--- config.mk ---
export PLATFORM = sky130hd
export DESIGN_NAME = software_timer_bank
export DESIGN_NICKNAME = d
export VERILOG_FILES = /design/src/rtl/core/stb_pkg.sv /design/src/rtl/core/stb_cell.sv /design/src/rtl/core/software_timer_bank.sv
export SDC_FILE = /design/constraint.sdc
export NUM_CORES = 1
export LEC_CHECK = 0
export BUFFER_PORTS_ARGS = -buffer_cell sky130_fd_sc_hd__buf_2
export CORE_UTILIZATION = 40
export CTS_BUF_LIST = sky130_fd_sc_hd__clkbuf_8
export CTS_CLUSTER_DIAMETER = 200
export CTS_CLUSTER_SIZE = 16
export DETAILED_ROUTE_END_ITERATION = 8
export PLACE_DENSITY = 0.64
export SLEW_MARGIN = 20
export SYNTH_ARGS = -nofsm -noshare
export SYNTH_HDL_FRONTEND = slang
export SYNTH_SLANG_ARGS = --single-unit
--- constraint.sdc ---
create_clock -name clk -period 2.14 [get_ports clk]
set_input_delay 0.107 -clock clk [delete_from_list [all_inputs] [get_ports clk]]
set_output_delay 0.107 -clock clk [all_outputs]
set_load 0.05 [all_outputs]
--- src/rtl/core/stb_pkg.sv ---
package stb_pkg;

  localparam int NUM_SLOTS   = 8;
  localparam int COUNT_W     = 16;
  localparam int SLOT_ID_W   = 6;
  localparam int PERIOD_W    = 16;
  localparam int REPEAT_W    = 4;
  localparam int MASK_W      = 8;

  localparam logic [1:0] OP_TICK   = 2'd0;
  localparam logic [1:0] OP_CREATE = 2'd1;
  localparam logic [1:0] OP_CANCEL = 2'd2;
  localparam logic [1:0] OP_CHECK  = 2'd3;

  localparam logic [REPEAT_W-1:0] REPEAT_ENDLESS = 4'hF;

  // decoded command broadcast to every cell
  typedef struct packed {
    logic                tick;
    logic                create;
    logic                cancel;
    logic                check;
    logic [COUNT_W-1:0]  period;
    logic [REPEAT_W-1:0] repeat_total;
  } cmd_t;

  // per-cell status back to the top level
  typedef struct packed {
    logic claim;
    logic fired;
    logic hit;
  } cell_stat_t;

endpackage

--- src/rtl/core/stb_cell.sv ---
module stb_cell (
  input  logic              clk,
  input  logic              rst_n,
  input  stb_pkg::cmd_t     cmd,
  input  logic              sel,
  input  logic              free_in,
  output logic              free_out,
  output stb_pkg::cell_stat_t stat
);
  import stb_pkg::*;

  logic                active_r, active_nxt;
  logic                pend_r, pend_nxt;
  logic [COUNT_W-1:0]  elapsed_r, elapsed_nxt;
  logic [COUNT_W-1:0]  period_r, period_nxt;
  logic [REPEAT_W-1:0] limit_r, limit_nxt;
  logic [REPEAT_W-1:0] fcnt_r, fcnt_nxt;

  logic                claim;
  logic                expire;
  logic [REPEAT_W-1:0] fcnt_inc;
  logic                fire;

  // lowest free slot takes the claim token, busy slots pass it up
  assign claim    = cmd.create & free_in & ~active_r;
  assign free_out = free_in & active_r;

  assign expire   = cmd.tick & active_r & (elapsed_r == period_r);
  assign fcnt_inc = fcnt_r + REPEAT_W'(1);
  assign fire     = expire & ((limit_r == REPEAT_ENDLESS) | (fcnt_inc <= limit_r));

  always_comb begin
    active_nxt  = active_r;
    pend_nxt    = pend_r;
    elapsed_nxt = elapsed_r;
    period_nxt  = period_r;
    limit_nxt   = limit_r;
    fcnt_nxt    = fcnt_r;
    if (cmd.tick && active_r) begin
      if (!expire) begin
        elapsed_nxt = elapsed_r + COUNT_W'(1);
      end else begin
        elapsed_nxt = '0;
        if (limit_r != REPEAT_ENDLESS) begin
          fcnt_nxt = fcnt_inc;
        end
        if (fire) begin
          pend_nxt = 1'b1;
        end else begin
          // repeat count used up: auto-cancel
          active_nxt = 1'b0;
          pend_nxt   = 1'b0;
          period_nxt = '0;
          limit_nxt  = '0;
          fcnt_nxt   = '0;
        end
      end
    end
    if (claim) begin
      active_nxt  = 1'b1;
      pend_nxt    = 1'b0;
      elapsed_nxt = '0;
      period_nxt  = cmd.period;
      limit_nxt   = cmd.repeat_total;
      fcnt_nxt    = '0;
    end
    if (cmd.cancel && sel) begin
      active_nxt  = 1'b0;
      pend_nxt    = 1'b0;
      elapsed_nxt = '0;
      period_nxt  = '0;
      limit_nxt   = '0;
      fcnt_nxt    = '0;
    end
    if (cmd.check && sel) begin
      pend_nxt = 1'b0;
    end
  end

  always_ff @(posedge clk) begin
    if (!rst_n) begin
      active_r  <= 1'b0;
      pend_r    <= 1'b0;
      elapsed_r <= '0;
      period_r  <= '0;
      limit_r   <= '0;
      fcnt_r    <= '0;
    end else begin
      active_r  <= active_nxt;
      pend_r    <= pend_nxt;
      elapsed_r <= elapsed_nxt;
      period_r  <= period_nxt;
      limit_r   <= limit_nxt;
      fcnt_r    <= fcnt_nxt;
    end
  end

  assign stat.claim = claim;
  assign stat.fired = fire;
  assign stat.hit   = cmd.check & sel & pend_r;

endmodule

--- src/rtl/core/software_timer_bank.sv ---
// Bank of independent timer slots driven by one request per clock. A request
// (tick, create, cancel, check) is taken on any edge with start high; busy
// never rises, so a new request may follow every cycle. The answer appears
// in the next cycle on the out_ ports for exactly one cycle, flagged by
// out_valid, and the receiver cannot stall it. All the work is done in the row
// of slot cells: each cell updates its own slot in the accept cycle
// and the claim token for create ripples through the row in that same cycle.
// Slot ids at or above the slot count fail cancel and check; only the first
// eight slots have a bit in out_fired_mask.
module software_timer_bank (
  input  logic                          clk,
  input  logic                          rst_n,
  input  logic                          start,
  output logic                          busy,
  input  logic [1:0]                    in_op,
  input  logic [stb_pkg::SLOT_ID_W-1:0] in_slot_id,
  input  logic [stb_pkg::PERIOD_W-1:0]  in_period,
  input  logic [stb_pkg::REPEAT_W-1:0]  in_repeat_total,
  output logic                          out_valid,
  output logic                          out_success,
  output logic [stb_pkg::SLOT_ID_W-1:0] out_assigned_id,
  output logic [stb_pkg::MASK_W-1:0]    out_fired_mask
);
  import stb_pkg::*;

  cmd_t                 cmd;
  logic [NUM_SLOTS:0]   free_chain;   // claim token between neighbor cells
  cell_stat_t           stat [NUM_SLOTS];
  logic [NUM_SLOTS-1:0] claim_vec;
  logic [NUM_SLOTS-1:0] fired_vec;
  logic [NUM_SLOTS-1:0] hit_vec;
  logic [MASK_W-1:0]    mask;
  logic [SLOT_ID_W-1:0] claim_id;
  logic                 id_ok;
  logic                 success;

  logic                 valid_r;
  logic                 success_r;
  logic [SLOT_ID_W-1:0] assigned_r;
  logic [MASK_W-1:0]    mask_r;

  // one request per cycle, nothing to hold off
  assign busy = 1'b0;

  // decode the request once, broadcast it to all cells
  assign cmd.tick         = start & (in_op == OP_TICK);
  assign cmd.create       = start & (in_op == OP_CREATE);
  assign cmd.cancel       = start & (in_op == OP_CANCEL);
  assign cmd.check        = start & (in_op == OP_CHECK);
  assign cmd.period       = COUNT_W'(in_period);
  assign cmd.repeat_total = in_repeat_total;

  assign free_chain[0] = 1'b1;

  genvar g;
  generate
    for (g = 0; g < NUM_SLOTS; g++) begin : g_cell
      stb_cell u_cell (
        .clk      (clk),
        .rst_n    (rst_n),
        .cmd      (cmd),
        .sel      (in_slot_id == SLOT_ID_W'(g)),
        .free_in  (free_chain[g]),
        .free_out (free_chain[g+1]),
        .stat     (stat[g])
      );
      assign claim_vec[g] = stat[g].claim;
      assign fired_vec[g] = stat[g].fired;
      assign hit_vec[g]   = stat[g].hit;
    end
    // slots below MASK_W show up in the fired mask, spare mask bits stay zero
    for (g = 0; g < MASK_W; g++) begin : g_mask
      if (g < NUM_SLOTS) begin : g_on
        assign mask[g] = fired_vec[g];
      end else begin : g_off
        assign mask[g] = 1'b0;
      end
    end
  endgenerate

  // at most one cell claims, so an or of indexes encodes it
  always_comb begin
    claim_id = '0;
    for (int i = 0; i < NUM_SLOTS; i++) begin
      if (claim_vec[i]) begin
        claim_id = claim_id | SLOT_ID_W'(i);
      end
    end
  end

  assign id_ok = ({1'b0, in_slot_id} < (SLOT_ID_W + 1)'(NUM_SLOTS));

  // token still free past the last cell: every slot is busy
  always_comb begin
    unique case (in_op)
      OP_TICK:   success = 1'b0;
      OP_CREATE: success = ~free_chain[NUM_SLOTS];
      OP_CANCEL: success = id_ok;
      OP_CHECK:  success = |hit_vec;
      default:   success = 1'b0;
    endcase
  end

  // result register, cleared when no request was taken
  always_ff @(posedge clk) begin
    if (!rst_n) begin
      valid_r    <= 1'b0;
      success_r  <= 1'b0;
      assigned_r <= '0;
      mask_r     <= '0;
    end else begin
      valid_r    <= start;
      success_r  <= start & success;
      assigned_r <= cmd.create ? claim_id : '0;
      mask_r     <= cmd.tick ? mask : '0;
    end
  end

  assign out_valid       = valid_r;
  assign out_success     = success_r;
  assign out_assigned_id = assigned_r;
  assign out_fired_mask  = mask_r;

  // every accepted request yields exactly one result in the next cycle
  a_one_result: assert property (@(posedge clk) disable iff (!rst_n)
    (start |=> out_valid) and (!start |=> !out_valid))
    else $error("result strobe does not follow request");

  // the claim token lands in at most one cell
  a_single_claim: assert property (@(posedge clk) disable iff (!rst_n)
    $onehot0(claim_vec))
    else $error("more than one slot claimed");

  // fired bits only come back for a tick
  a_mask_on_tick: assert property (@(posedge clk) disable iff (!rst_n)
    (out_fired_mask != '0) |-> (out_valid && $past(in_op) == OP_TICK))
    else $error("fired mask outside tick result");

  // a nonzero slot index is only reported with a successful create
  a_id_success: assert property (@(posedge clk) disable iff (!rst_n)
    (out_assigned_id != '0) |-> (out_success && $past(in_op) == OP_CREATE))
    else $error("assigned id without successful create");

endmodule

==> reports/results.ini, run 1 <==
[pwr]
worst_ir_drop_vdd_v=0.000454
p_clk_share_pct=30.4
power_frac_comb_pct=6.3
p_sw_share_pct=24.4
power.switching_uw=2510
p_seq_share_pct=63.3
p_leak_uw=0.00740
powerDensity_mw_per_mm2=551
p_int_uw=7790

[placed_design]
io_buffers=43
place_congestion=0.877
dp_hpwl_um=28800
place_ws_ns=-0.0931

[detailed_routing]
viasPerCell=5.41
vias=12800
drc=0
ant_nets=0
wl_per_cell_um=18.0
drt_iter0_markers=873
postRouteWirelength_um=42500
drtPass1Iterations=5

[worst_setup_path]
cp_data_arrival_time_ns=2.77
end_kind=flip-flop
required_ns=2.64
start_kind=flip-flop
crit_type=flip-flop to flip-flop
crit_path_max_fanout=5

[synthesis]
synth_top_family_by_area=simple AND/OR/NAND/NOR gates
ys_ff_latch=349
avgSynthCellArea_um2=9.32
synth_adder_area_share_pct=3.81
synthArstFlopShare_pct=0
syn_inst=1690
synth_xor_area_share_pct=14.2
netlist_area_mm2=0.0158
synth-simple-area-share_pct=19.3
muxShareOfSynthArea_pct=0.516
yosys_warnings=0
synth-seq-area-share_pct=44.3
synthFlopType=dfxtp_1
synth_compound_area_share_pct=14.2
synth_edf_count=0
synth_cell_types=61

[cells_and_area]
drive_gt1_share_pct=17.7
nets=1916
syn2layout_area_growth_pct=18.7
final_cell_mix=dfxtp_1 (324), nor2_1 (195), a22o_1 (160)
utilization_pct=48.3
final_common_cell=dfxtp_1

[sta]
skew_ns=0.0240
slew_headroom_pct=48.2
finalMaxSlewViolations=0
setup_ws_ns=-0.124
fmax_ghz=0.442
final.min_clock_period_ns=2.26
fin_setup_tns_ns=-2.23
setup_viol_count_final=21
rsz0062_at_grt=true
hold_viol=0
tightest_slew_ns=0.775
whs_ns=0.0227
layout_worst_path_cycle_share_pct=106

[cts]
cts.sinks=349
clkTransAtPathRegs_ns=0.10
cts_buffer_depth=3
clkLatencyLatePin_ns=0.61
tritoncts.num_buffers=25
cts_tree=done
htree_num_levels=1
cts_root_buffer=clkbuf_8

[floorplanning]
core_area_mm2=0.0387
die_y_um=200
fp.dieW_um=200
rows=72
dieArea_mm2=0.0402
ios=48
start_util_pct=40.7

[global_routing]
antenna_found_initial=5
met2_usage_pct=33.5
met3_usage_pct=3.25
grt.busiest_layer=met2
overflow=0
grt_pass1_wl_um=66000
grt_pass1_vias=12200
use_met1_pct=27.7
grt.total_usage_pct=20.4
grt_max_degree=22

[outcome]
violations=setup timing
status=finished with violations

[job]
drv_cap=0

[hold_path]
min_path_type=input port to flip-flop

## worst max-delay path, cell delays in order (launching register included)
cell       delay [ns]
dfxtp_4          0.38
ha_4             0.16
xor2_1           0.14
ha_1             0.32
o21ai_2          0.07
a21oi_2          0.12
o21ai_2          0.09
nor4b_4          0.36
nor2_4           0.13
clkbuf_16        0.18
a22o_1           0.20
## synth_stat cells, drive strengths merged (3+ instances only)
master / instances / area (µm²)
buf: 53 / 250
o21ai: 28 / 140
o211ai: 6 / 45.0
nand2: 79 / 297
xnor2: 122 / 1070
nand4bb: 4 / 45.0
nand3: 105 / 531
a21oi: 46 / 230
and2: 9 / 56.3
nor2b: 7 / 43.8
nand2b: 17 / 106
nand4: 66 / 419
nand4b: 3 / 26.3
o21bai: 3 / 22.5
a31oi: 3 / 18.8
and3: 22 / 138
nor3b: 7 / 73.8
a22o: 160 / 1400
a31o: 3 / 26.3
a211oi: 6 / 45.0
o21a: 9 / 67.6
xor2: 134 / 1170
nor2: 200 / 751
and4: 9 / 78.8
nor4bb: 3 / 30.0
nand3b: 5 / 37.5
inv: 46 / 173
a21boi: 3 / 22.5
ha: 48 / 601
or2: 6 / 37.5
clkbuf: 37 / 140
o22ai: 3 / 18.8
o41ai: 4 / 65.1
dfxtp: 349 / 6990
nor4: 16 / 100
mux2i: 7 / 70.1
o31ai: 8 / 60.1
nor3: 29 / 155
or3: 8 / 50.1
## routing by layer
layer  wire (µm)  vias up
li1            -     6210
met1       19300     6175
met2       19600      300
met3        2490       64
met4        1100        4
met5          27        -
## path summary, 6_finish.rpt
kind                                               startpoint                            end  slack [ns]  cells past startpoint
worst max-delay path               g_cell[0].u_cell.fcnt_r[0]   g_cell[0].u_cell.period_r[0]       -0.12                     10
worst min-delay path                            in_slot_id[2]        g_cell[0].u_cell.pend_r        0.02                      3
worst max register to register     g_cell[0].u_cell.fcnt_r[0]   g_cell[0].u_cell.period_r[0]       -0.12                     10
worst min register to register  g_cell[0].u_cell.elapsed_r[0]  g_cell[0].u_cell.elapsed_r[0]        0.49                      2
## power by group through the flow
| stage | Sequential, µW | Clock (µW) | Combinational, µW |
|---|---|---|---|
| floorplan | 6680 | 0 | 270 |
| global placement | 6680 | 0 | 549 |
| detailed placement | 6680 | 0 | 556 |
| CTS | 6520 | 3250 | 615 |
| global route | 6520 | 3460 | 681 |
| finish | 6510 | 3130 | 653 |
## per-stage QoR
step                      instances  cell area [µm²]  power (µW)
final                          2358            18700       10300
after global routing           2358            18700       10700
after CTS                      2342            18200       10400
after detailed placement       2290            17400        7230
after global placement         2290            17400        7230
after floorplan                1693            15800        6950
## sequential cells by signal, summed over array words and instances, names as in the netlist
name and cells:
g_cell.u_cell.elapsed_r 128, g_cell.u_cell.period_r 128, g_cell.u_cell.fcnt_r 32, g_cell.u_cell.limit_r 32
g_cell.u_cell.active_r 8, g_cell.u_cell.pend_r 8, out_fired_mask 8, out_assigned_id 3
out_success 1, out_valid 1
## kinds of logic after synthesis
kind of cell,after synthesis
simple gates,602
xor+xnor,256
fa+ha+maj,48
flops,349
other cells,1
buf+inv,136
mux,8
compound gates,290
## layout make-up
cell class | count | area [µm²]
repair buffers | 207 | 1830
clock inverters | 2 | 12.5
well taps | 518 | 648
diodes | 3 | 7.51
clock buffers | 25 | 344
fillers | 3634 | 20000
flip-flops and latches | 349 | 7040
inverters | 46 | 173
multi-input cells | 1208 | 8640
## what timing repair did
action / in CTS / in global routing
endpoints found under the setup margin: 160 / 212
pin swaps: 9 / 64
hold endpoints to repair: 67 / 4
resized for setup: 40 / 81
buffers inserted: 3 / 10
hold buffers: 19 / 1
cloned: 3 / 4
Note: power is estimated with default switching activity, not from simulation.
==> run 2, diff against run 1 <==
SYNTH_HIERARCHICAL = 1   (was default)
==> run 2 against run 1 <==
Worst setup slack improved by 0.038 ns. Critical path depth rose by 4. Global-route usage rose by 0.14 points. Final cell count rose by 3.9%. The flow finishes with violations (DRC, setup timing). Critical path type unchanged. Clock-buffer cell count did not move. Largest power group unchanged.
==> reports/results.ini, run 2 <==
[worst_setup_path]
timing.rr.end=g_cell[7].u_cell/fcnt_r[3]  ; was g_cell[0].u_cell.period_r[0]
crit_type=flip-flop to flip-flop  ; unchanged
crit_top_cell=and2_4  ; was o21ai_2
required_ns=2.69  ; was 2.64 ns
start_kind=flip-flop  ; unchanged
crit_path_end=g_cell[7].u_cell/fcnt_r[3]  ; was g_cell[0].u_cell.period_r[0]
cp_data_arrival_time_ns=2.78  ; was 2.77 ns
end_kind=flip-flop  ; unchanged
reg2reg_depth=14  ; was 10
r2r_setup_slack_ns=-0.09  ; was -0.12 ns
r2r_start=g_cell[0].u_cell/active_r  ; was g_cell[0].u_cell.fcnt_r[0]
slowest_stage=dfxtp_2  ; was dfxtp_4
critical-path-max-stage-delay_ns=0.34  ; was 0.38 ns
crit_path_max_fanout=5  ; unchanged
worstPathCellList=and2_4 -> and2_4 -> and2_4 -> and2_4 -> and2_4 -> and2_4 -> and2_4 -> nand3b_1 -> inv_2 -> nor2_4 -> buf_6 -> buf_6 -> nand3_2 -> mux2i_1  ; was ha_4 -> xor2_1 -> ha_1 -> o21ai_2 -> a21oi_2 -> o21ai_2 -> nor4b_4 -> nor2_4 -> clkbuf_16 -> a22o_1
crit_start=g_cell[0].u_cell/active_r  ; was g_cell[0].u_cell.fcnt_r[0]

[cells_and_area]
syn2layout_area_growth_pct=16.1  ; was 18.7%
final_cell_mix=dfxtp_1 (334), nor2_1 (187), xnor2_1 (174)  ; was dfxtp_1 (324), nor2_1 (195), a22o_1 (160)
final_common_cell=dfxtp_1  ; unchanged
final_area_mm2=0.0195  ; was 0.0187 mm²
drive_gt1_share_pct=20.0  ; was 17.7%
fin_cells=2450  ; was 2358
nets=1996  ; was 1916
utilization_pct=47.3  ; was 48.3%
reg.largest.list=g_cell.u_cell/elapsed_r (128), g_cell.u_cell/period_r (128)  ; was g_cell.u_cell.elapsed_r (128), g_cell.u_cell.period_r (128)

[sta]
fmax_ghz=0.449  ; was 0.442 GHz
hold_viol=0  ; unchanged
slew_headroom_pct=60.4  ; was 48.2%
finalMaxSlewViolations=0  ; unchanged
final.min_clock_period_ns=2.23  ; was 2.26 ns
fin_setup_tns_ns=-1.37  ; was -2.23 ns
skew_ns=0.0372  ; was 0.0240 ns
setup_ws_ns=-0.0858  ; was -0.124 ns
rsz0062_at_grt=true  ; unchanged
tightest_slew_ns=0.591  ; was 0.775 ns
layout_worst_path_cycle_share_pct=104  ; was 106%
setup_viol_count_final=47  ; was 21
whs_ns=0.0381  ; was 0.0227 ns

[pwr]
power_frac_comb_pct=6.0  ; was 6.3%
p_seq_share_pct=63.4  ; was 63.3%
powerDensity_mw_per_mm2=528  ; was 551 mW/mm²
p_sw_share_pct=24.5  ; was 24.4%
worst_ir_drop_vdd_v=0.000321  ; was 0.000454 V
p_clk_share_pct=30.7  ; was 30.4%
p_int_uw=7750  ; was 7790 µW
power.switching_uw=2510  ; about the same
p_leak_uw=0.00770  ; was 0.00740 µW

[floorplanning]
core_area_mm2=0.0411  ; was 0.0387 mm²
start_util_pct=40.7  ; about the same
dieArea_mm2=0.0427  ; was 0.0402 mm²
rows=74  ; was 72
ios=48  ; unchanged
fp.dieW_um=207  ; was 200 µm
die_y_um=207  ; was 200 µm

[synthesis]
syn_inst=1750  ; was 1690
avgSynthCellArea_um2=9.57  ; was 9.32 µm²
netlist_area_mm2=0.0167  ; was 0.0158 mm²
yosys_warnings=6  ; was 0

[detailed_routing]
viasPerCell=5.45  ; was 5.41
drtPass1Iterations=9  ; was 5
vias=13300  ; was 12800
drc=2  ; was 0
ant_nets=0  ; unchanged
postRouteWirelength_um=45000  ; was 42500 µm
drt_iter0_markers=1037  ; was 873
wl_per_cell_um=18.4  ; was 18.0 µm

[cts]
cts_buffer_depth=3  ; unchanged
cts_tree=done  ; unchanged
clkTransAtPathRegs_ns=0.11  ; was 0.10 ns
htree_num_levels=1  ; unchanged
tritoncts.num_buffers=25  ; unchanged
clkLatencyLatePin_ns=0.61  ; about the same
cts.sinks=349  ; unchanged
cts_root_buffer=clkbuf_8  ; unchanged

[hold_path]
min_path_type=input port to flip-flop  ; unchanged

[placed_design]
place_congestion=0.878  ; was 0.877
io_buffers=43  ; unchanged
dpl_cell_area_mm2=0.0182  ; was 0.0174 mm²
place_inst=2389  ; was 2290
dp_hpwl_um=31200  ; was 28800 µm

[global_routing]
grt_pass1_wl_um=69300  ; was 66000 µm
grt.total_usage_pct=20.5  ; was 20.4%
antenna_found_initial=1  ; was 5
grt_max_degree=22  ; unchanged
grt_pass1_vias=12800  ; was 12200
overflow=0  ; unchanged

[job]
drv_cap=0  ; unchanged

[outcome]
status=finished with violations  ; unchanged
violations=DRC, setup timing  ; was setup timing

## run 2: per-layer routing
| layer | vias to the layer above | wire length [µm] | track usage [%] |
|---|---|---|---|
| li1 | 6529 | - | - |
| met1 | 6407 | 20700 | 28.0 |
| met2 | 325 | 20200 | 33.1 |
| met3 | 86 | 2580 | 3.17 |
| met4 | 0 | 1520 | 6.75 |
| met5 | - | 0 | 0 |
## run 2: power by group through the flow
stage | clock [µW] | sequential (µW) | combinational, µW
floorplan | 0 | 6660 | 257
detailed placement | 0 | 6660 | 544
global route | 3520 | 6510 | 640
finish | 3150 | 6500 | 613
CTS | 3270 | 6510 | 573
global placement | 0 | 6660 | 541
## run 2: worst min path at each step
stage	from	endpoint	slack [ns]	cells past startpoint
floorplan	in_repeat_total[0]	g_cell[0].u_cell/limit_r[0]	0.23	1
global placement	start	out_valid	0.43	3
CTS	in_period[7]	g_cell[7].u_cell/period_r[7]	0.003	2
finish	in_period[2]	g_cell[1].u_cell/period_r[2]	0.04	2
detailed placement	start	out_valid	0.45	3
global route	in_period[9]	g_cell[2].u_cell/period_r[9]	0.005	2
## run 2: cell type report
class	count	area [µm²]
clock buffers	25	344
clock inverters	2	12.5
diodes	1	2.50
inverters	46	175
well taps	532	666
repair buffers	203	1670
multi-input cells	1292	9560
flip-flops and latches	349	7020
fillers	3901	21700
## run 2: worst max-delay path, delay by kind of cell (launching register included)
kind | cells | cell delay, ns
buf+inv | 3 | 0.31
simple gates | 10 | 1.41
mux | 1 | 0.12
flops | 1 | 0.34
## run 2: stage by stage
step	total power (µW)	setup slack (ns)
final	10300	-0.0858
after global routing	10700	-0.179
after CTS	10400	-0.0520
after detailed placement	7200	-0.188
after global placement	7200	-0.133
after floorplan	6920	-0.0169
## run 2: what timing repair did
item	4_1_cts	5_1_grt
gates cloned	0	3
hold buffers	13	2
endpoints found under the hold margin	60	4
endpoints found under the setup margin	110	183
resized for setup	37	76
buffers inserted	6	11
pin swaps	21	50
==> run 3, diff against run 2 <==
clock period = 1.8 ns   (was 2.14 ns; I/O delays follow)
==> run 3 against run 2 <==
The run still ends with DRC, setup timing left. Clock skew is 0.0026 ns lower. Worst hold slack better by 0.0023 ns. Die area stayed put. Via count is 9.9% higher. Global-route usage is 2.2 points higher. Fmax is 1.1% higher. Largest power group unchanged. Non-clock buffer count is 254 higher. Worst setup slack worse by 0.31 ns. Final cell count is 10% higher.
==> reports/results.ini, run 3 (synthesis gave the netlist of run 2 again) <==
[detailed_routing]
drc=10  ; was 2
ant_nets=0  ; unchanged
postRouteWirelength_um=49900  ; was 45000 µm
drtPass1Iterations=7  ; was 9
drt_iter0_markers=768  ; was 1037
wl_per_cell_um=18.4  ; about the same
viasPerCell=5.42  ; was 5.45
vias=14700  ; was 13300

[cts]
cts_root_buffer=clkbuf_8  ; unchanged
tritoncts.num_buffers=25  ; unchanged
htree_num_levels=1  ; unchanged
clkTransAtPathRegs_ns=0.12  ; was 0.11 ns
cts_tree=done  ; unchanged
clkLatencyLatePin_ns=0.63  ; was 0.61 ns
cts.sinks=349  ; unchanged
cts_buffer_depth=3  ; unchanged

[global_routing]
grt.total_usage_pct=22.7  ; was 20.5%
met2_usage_pct=37.0  ; was 33.1%
grt_pass1_wl_um=76200  ; was 69300 µm
grt_pass1_vias=14300  ; was 12800
use_met1_pct=31.5  ; was 28.0%
overflow=0  ; unchanged
grt.busiest_layer=met2  ; unchanged
antenna_found_initial=4  ; was 1
grt_max_degree=22  ; unchanged
met3_usage_pct=2.76  ; was 3.17%

[hold_path]
hold_end=g_cell[1].u_cell/period_r[6]  ; was g_cell[1].u_cell/period_r[2]
hold_depth=2  ; unchanged
hold_path.startpoint=in_period[6]  ; was in_period[2]
min_path_type=input port to flip-flop  ; unchanged

[cells_and_area]
syn2layout_area_growth_pct=36.0  ; was 16.1%
drive_gt1_share_pct=35.9  ; was 20.0%
final_cell_mix=dfxtp_1 (328), buf_4 (321), xnor2_1 (169)  ; was dfxtp_1 (334), nor2_1 (187), xnor2_1 (174)
multi_input_area_mm2=0.0106  ; was 0.00956 mm²
nets=2252  ; was 1996
regArea_mm2=0.00704  ; was 0.00702 mm²
final_common_cell=dfxtp_1  ; unchanged
fillers=3573  ; was 3901
final_area_mm2=0.0228  ; was 0.0195 mm²
fin_cells=2705  ; was 2450
reg.largest.list=g_cell.u_cell/elapsed_r (128), g_cell.u_cell/period_r (128)  ; unchanged

[pwr]
p_leak_uw=0.00919  ; was 0.00770 µW
p_total_uw=12500  ; was 10300 µW
worst_ir_drop_vdd_v=0.000430  ; was 0.000321 V
powerDensity_mw_per_mm2=548  ; was 528 mW/mm²

[sta]
final.min_clock_period_ns=2.20  ; was 2.23 ns
setup_viol_count_final=284  ; was 47
setup_ws_ns=-0.401  ; was -0.0858 ns
slew_headroom_pct=58.0  ; was 60.4%
skew_ns=0.0347  ; was 0.0372 ns
fmax_ghz=0.454  ; was 0.449 GHz
hold_viol=0  ; unchanged
finalMaxSlewViolations=0  ; unchanged
layout_worst_path_cycle_share_pct=122  ; was 104%
tightest_slew_ns=0.628  ; was 0.591 ns
fin_setup_tns_ns=-60.66  ; was -1.37 ns
rsz0062_at_grt=true  ; unchanged

[worst_setup_path]
required_ns=2.35  ; was 2.69 ns
r2r_setup_slack_ns=-0.40  ; was -0.09 ns
cp_data_arrival_time_ns=2.75  ; was 2.78 ns
worstPathCellList=ha_4 -> ha_4 -> nor2b_4 -> o211ai_1 -> a21oi_2 -> buf_4 -> buf_6 -> or3_1 -> mux2i_1  ; was and2_4 -> and2_4 -> and2_4 -> and2_4 -> and2_4 -> and2_4 -> and2_4 -> nand3b_1 -> inv_2 -> nor2_4 -> buf_6 -> buf_6 -> nand3_2 -> mux2i_1
critPathTopFamily=adder cells  ; was simple AND/OR/NAND/NOR gates
slowest_stage=dfxtp_4  ; was dfxtp_2
start_kind=flip-flop  ; unchanged
timing.rr.end=g_cell[4].u_cell/fcnt_r[0]  ; was g_cell[7].u_cell/fcnt_r[3]
reg2reg_depth=9  ; was 14
crit_type=flip-flop to flip-flop  ; unchanged
critical-path-max-stage-delay_ns=0.37  ; was 0.34 ns
r2r_start=g_cell[4].u_cell/fcnt_r[0]  ; was g_cell[0].u_cell/active_r
end_kind=flip-flop  ; unchanged
crit_top_cell=ha_4  ; was and2_4
crit_path_max_fanout=3  ; was 5
crit_buf_inv=2  ; was 3

[placed_design]
dp_hpwl_um=33700  ; was 31200 µm
place_congestion=0.850  ; was 0.878
place_inst=2590  ; was 2389
io_buffers=43  ; unchanged
place_ws_ns=-0.395  ; was -0.188 ns
dpl_cell_area_mm2=0.0203  ; was 0.0182 mm²

[floorplanning]
fp.dieW_um=207  ; unchanged
dieArea_mm2=0.0427  ; unchanged
start_util_pct=40.7  ; unchanged
die_y_um=207  ; unchanged
ios=48  ; unchanged
core_area_mm2=0.0411  ; unchanged
rows=74  ; unchanged

[outcome]
status=finished with violations  ; unchanged
violations=DRC, setup timing  ; unchanged

[job]
drv_cap=0  ; unchanged

## run 3: cell types whose count changed in the layout (fill, tap and decap cells not counted), moves of 11 or more
cell / change
nor3_1: -20
nor2_2: +12
buf_6: +28
nor2_1: -54
nor3_4: +11
buf_12: +12
nor2_4: +42
nand3_1: -22
nand3_2: +21
buf_4: +201
## run 3: how the worst max path moves through the flow
stage                               start                            end  slack (ns)  cells past startpoint
2_1_floorplan                    in_op[1]   g_cell[7].u_cell/period_r[0]       -0.13                      8
3_3_place_gp    g_cell[0].u_cell/active_r  g_cell[6].u_cell/elapsed_r[0]       -0.36                     12
3_5_place_dp    g_cell[0].u_cell/active_r  g_cell[6].u_cell/elapsed_r[0]       -0.39                     12
4_1_cts         g_cell[0].u_cell/active_r  g_cell[6].u_cell/elapsed_r[0]       -0.29                     12
5_1_grt        g_cell[4].u_cell/fcnt_r[0]     g_cell[4].u_cell/fcnt_r[0]       -0.53                      9
6_report       g_cell[4].u_cell/fcnt_r[0]     g_cell[4].u_cell/fcnt_r[0]       -0.40                      9
## run 3: power breakdown
group	internal (µW)	leakage [µW]	switching, µW
Combinational	377	0.00618	580
Sequential	7710	0.00282	9.46
Clock	1250	0.000184	2540
Total	9340	0.00919	3130
## run 3: what timing repair did
item | CTS | global route
resized for setup | 158 | 150
gates cloned | 8 | 2
endpoints found under the setup margin | 283 | 343
buffers inserted | 45 | 30
hold endpoints to repair | 114 | 2
pin swaps | 105 | 79
hold buffers | 23 | 1
## run 3: final cells by class
class,count,share of cell area (%)
clock inverter,1,0.0220
clock buffer,25,1.51
inverter,46,0.780
multi-input combinational,1294,46.6
timing repair buffer,457,17.2
sequential,349,30.9
antenna,1,0.0110
tap,532,2.92
## run 3: through the flow
stage,utilization (%),hold WS (ns)
detailed placement,49.4,0.470
CTS,53.4,0.00240
floorplan,-,0.215
finish,55.4,0.0404
global placement,49.4,0.459
global route,55.4,0.000846
## run 3: metal layers
layer  routed length [µm]  vias to the layer above
li1                     -                     7052
met1                23100                     7225
met2                23100                      304
met3                 2330                       87
met4                 1350                        4
met5                   24                        -
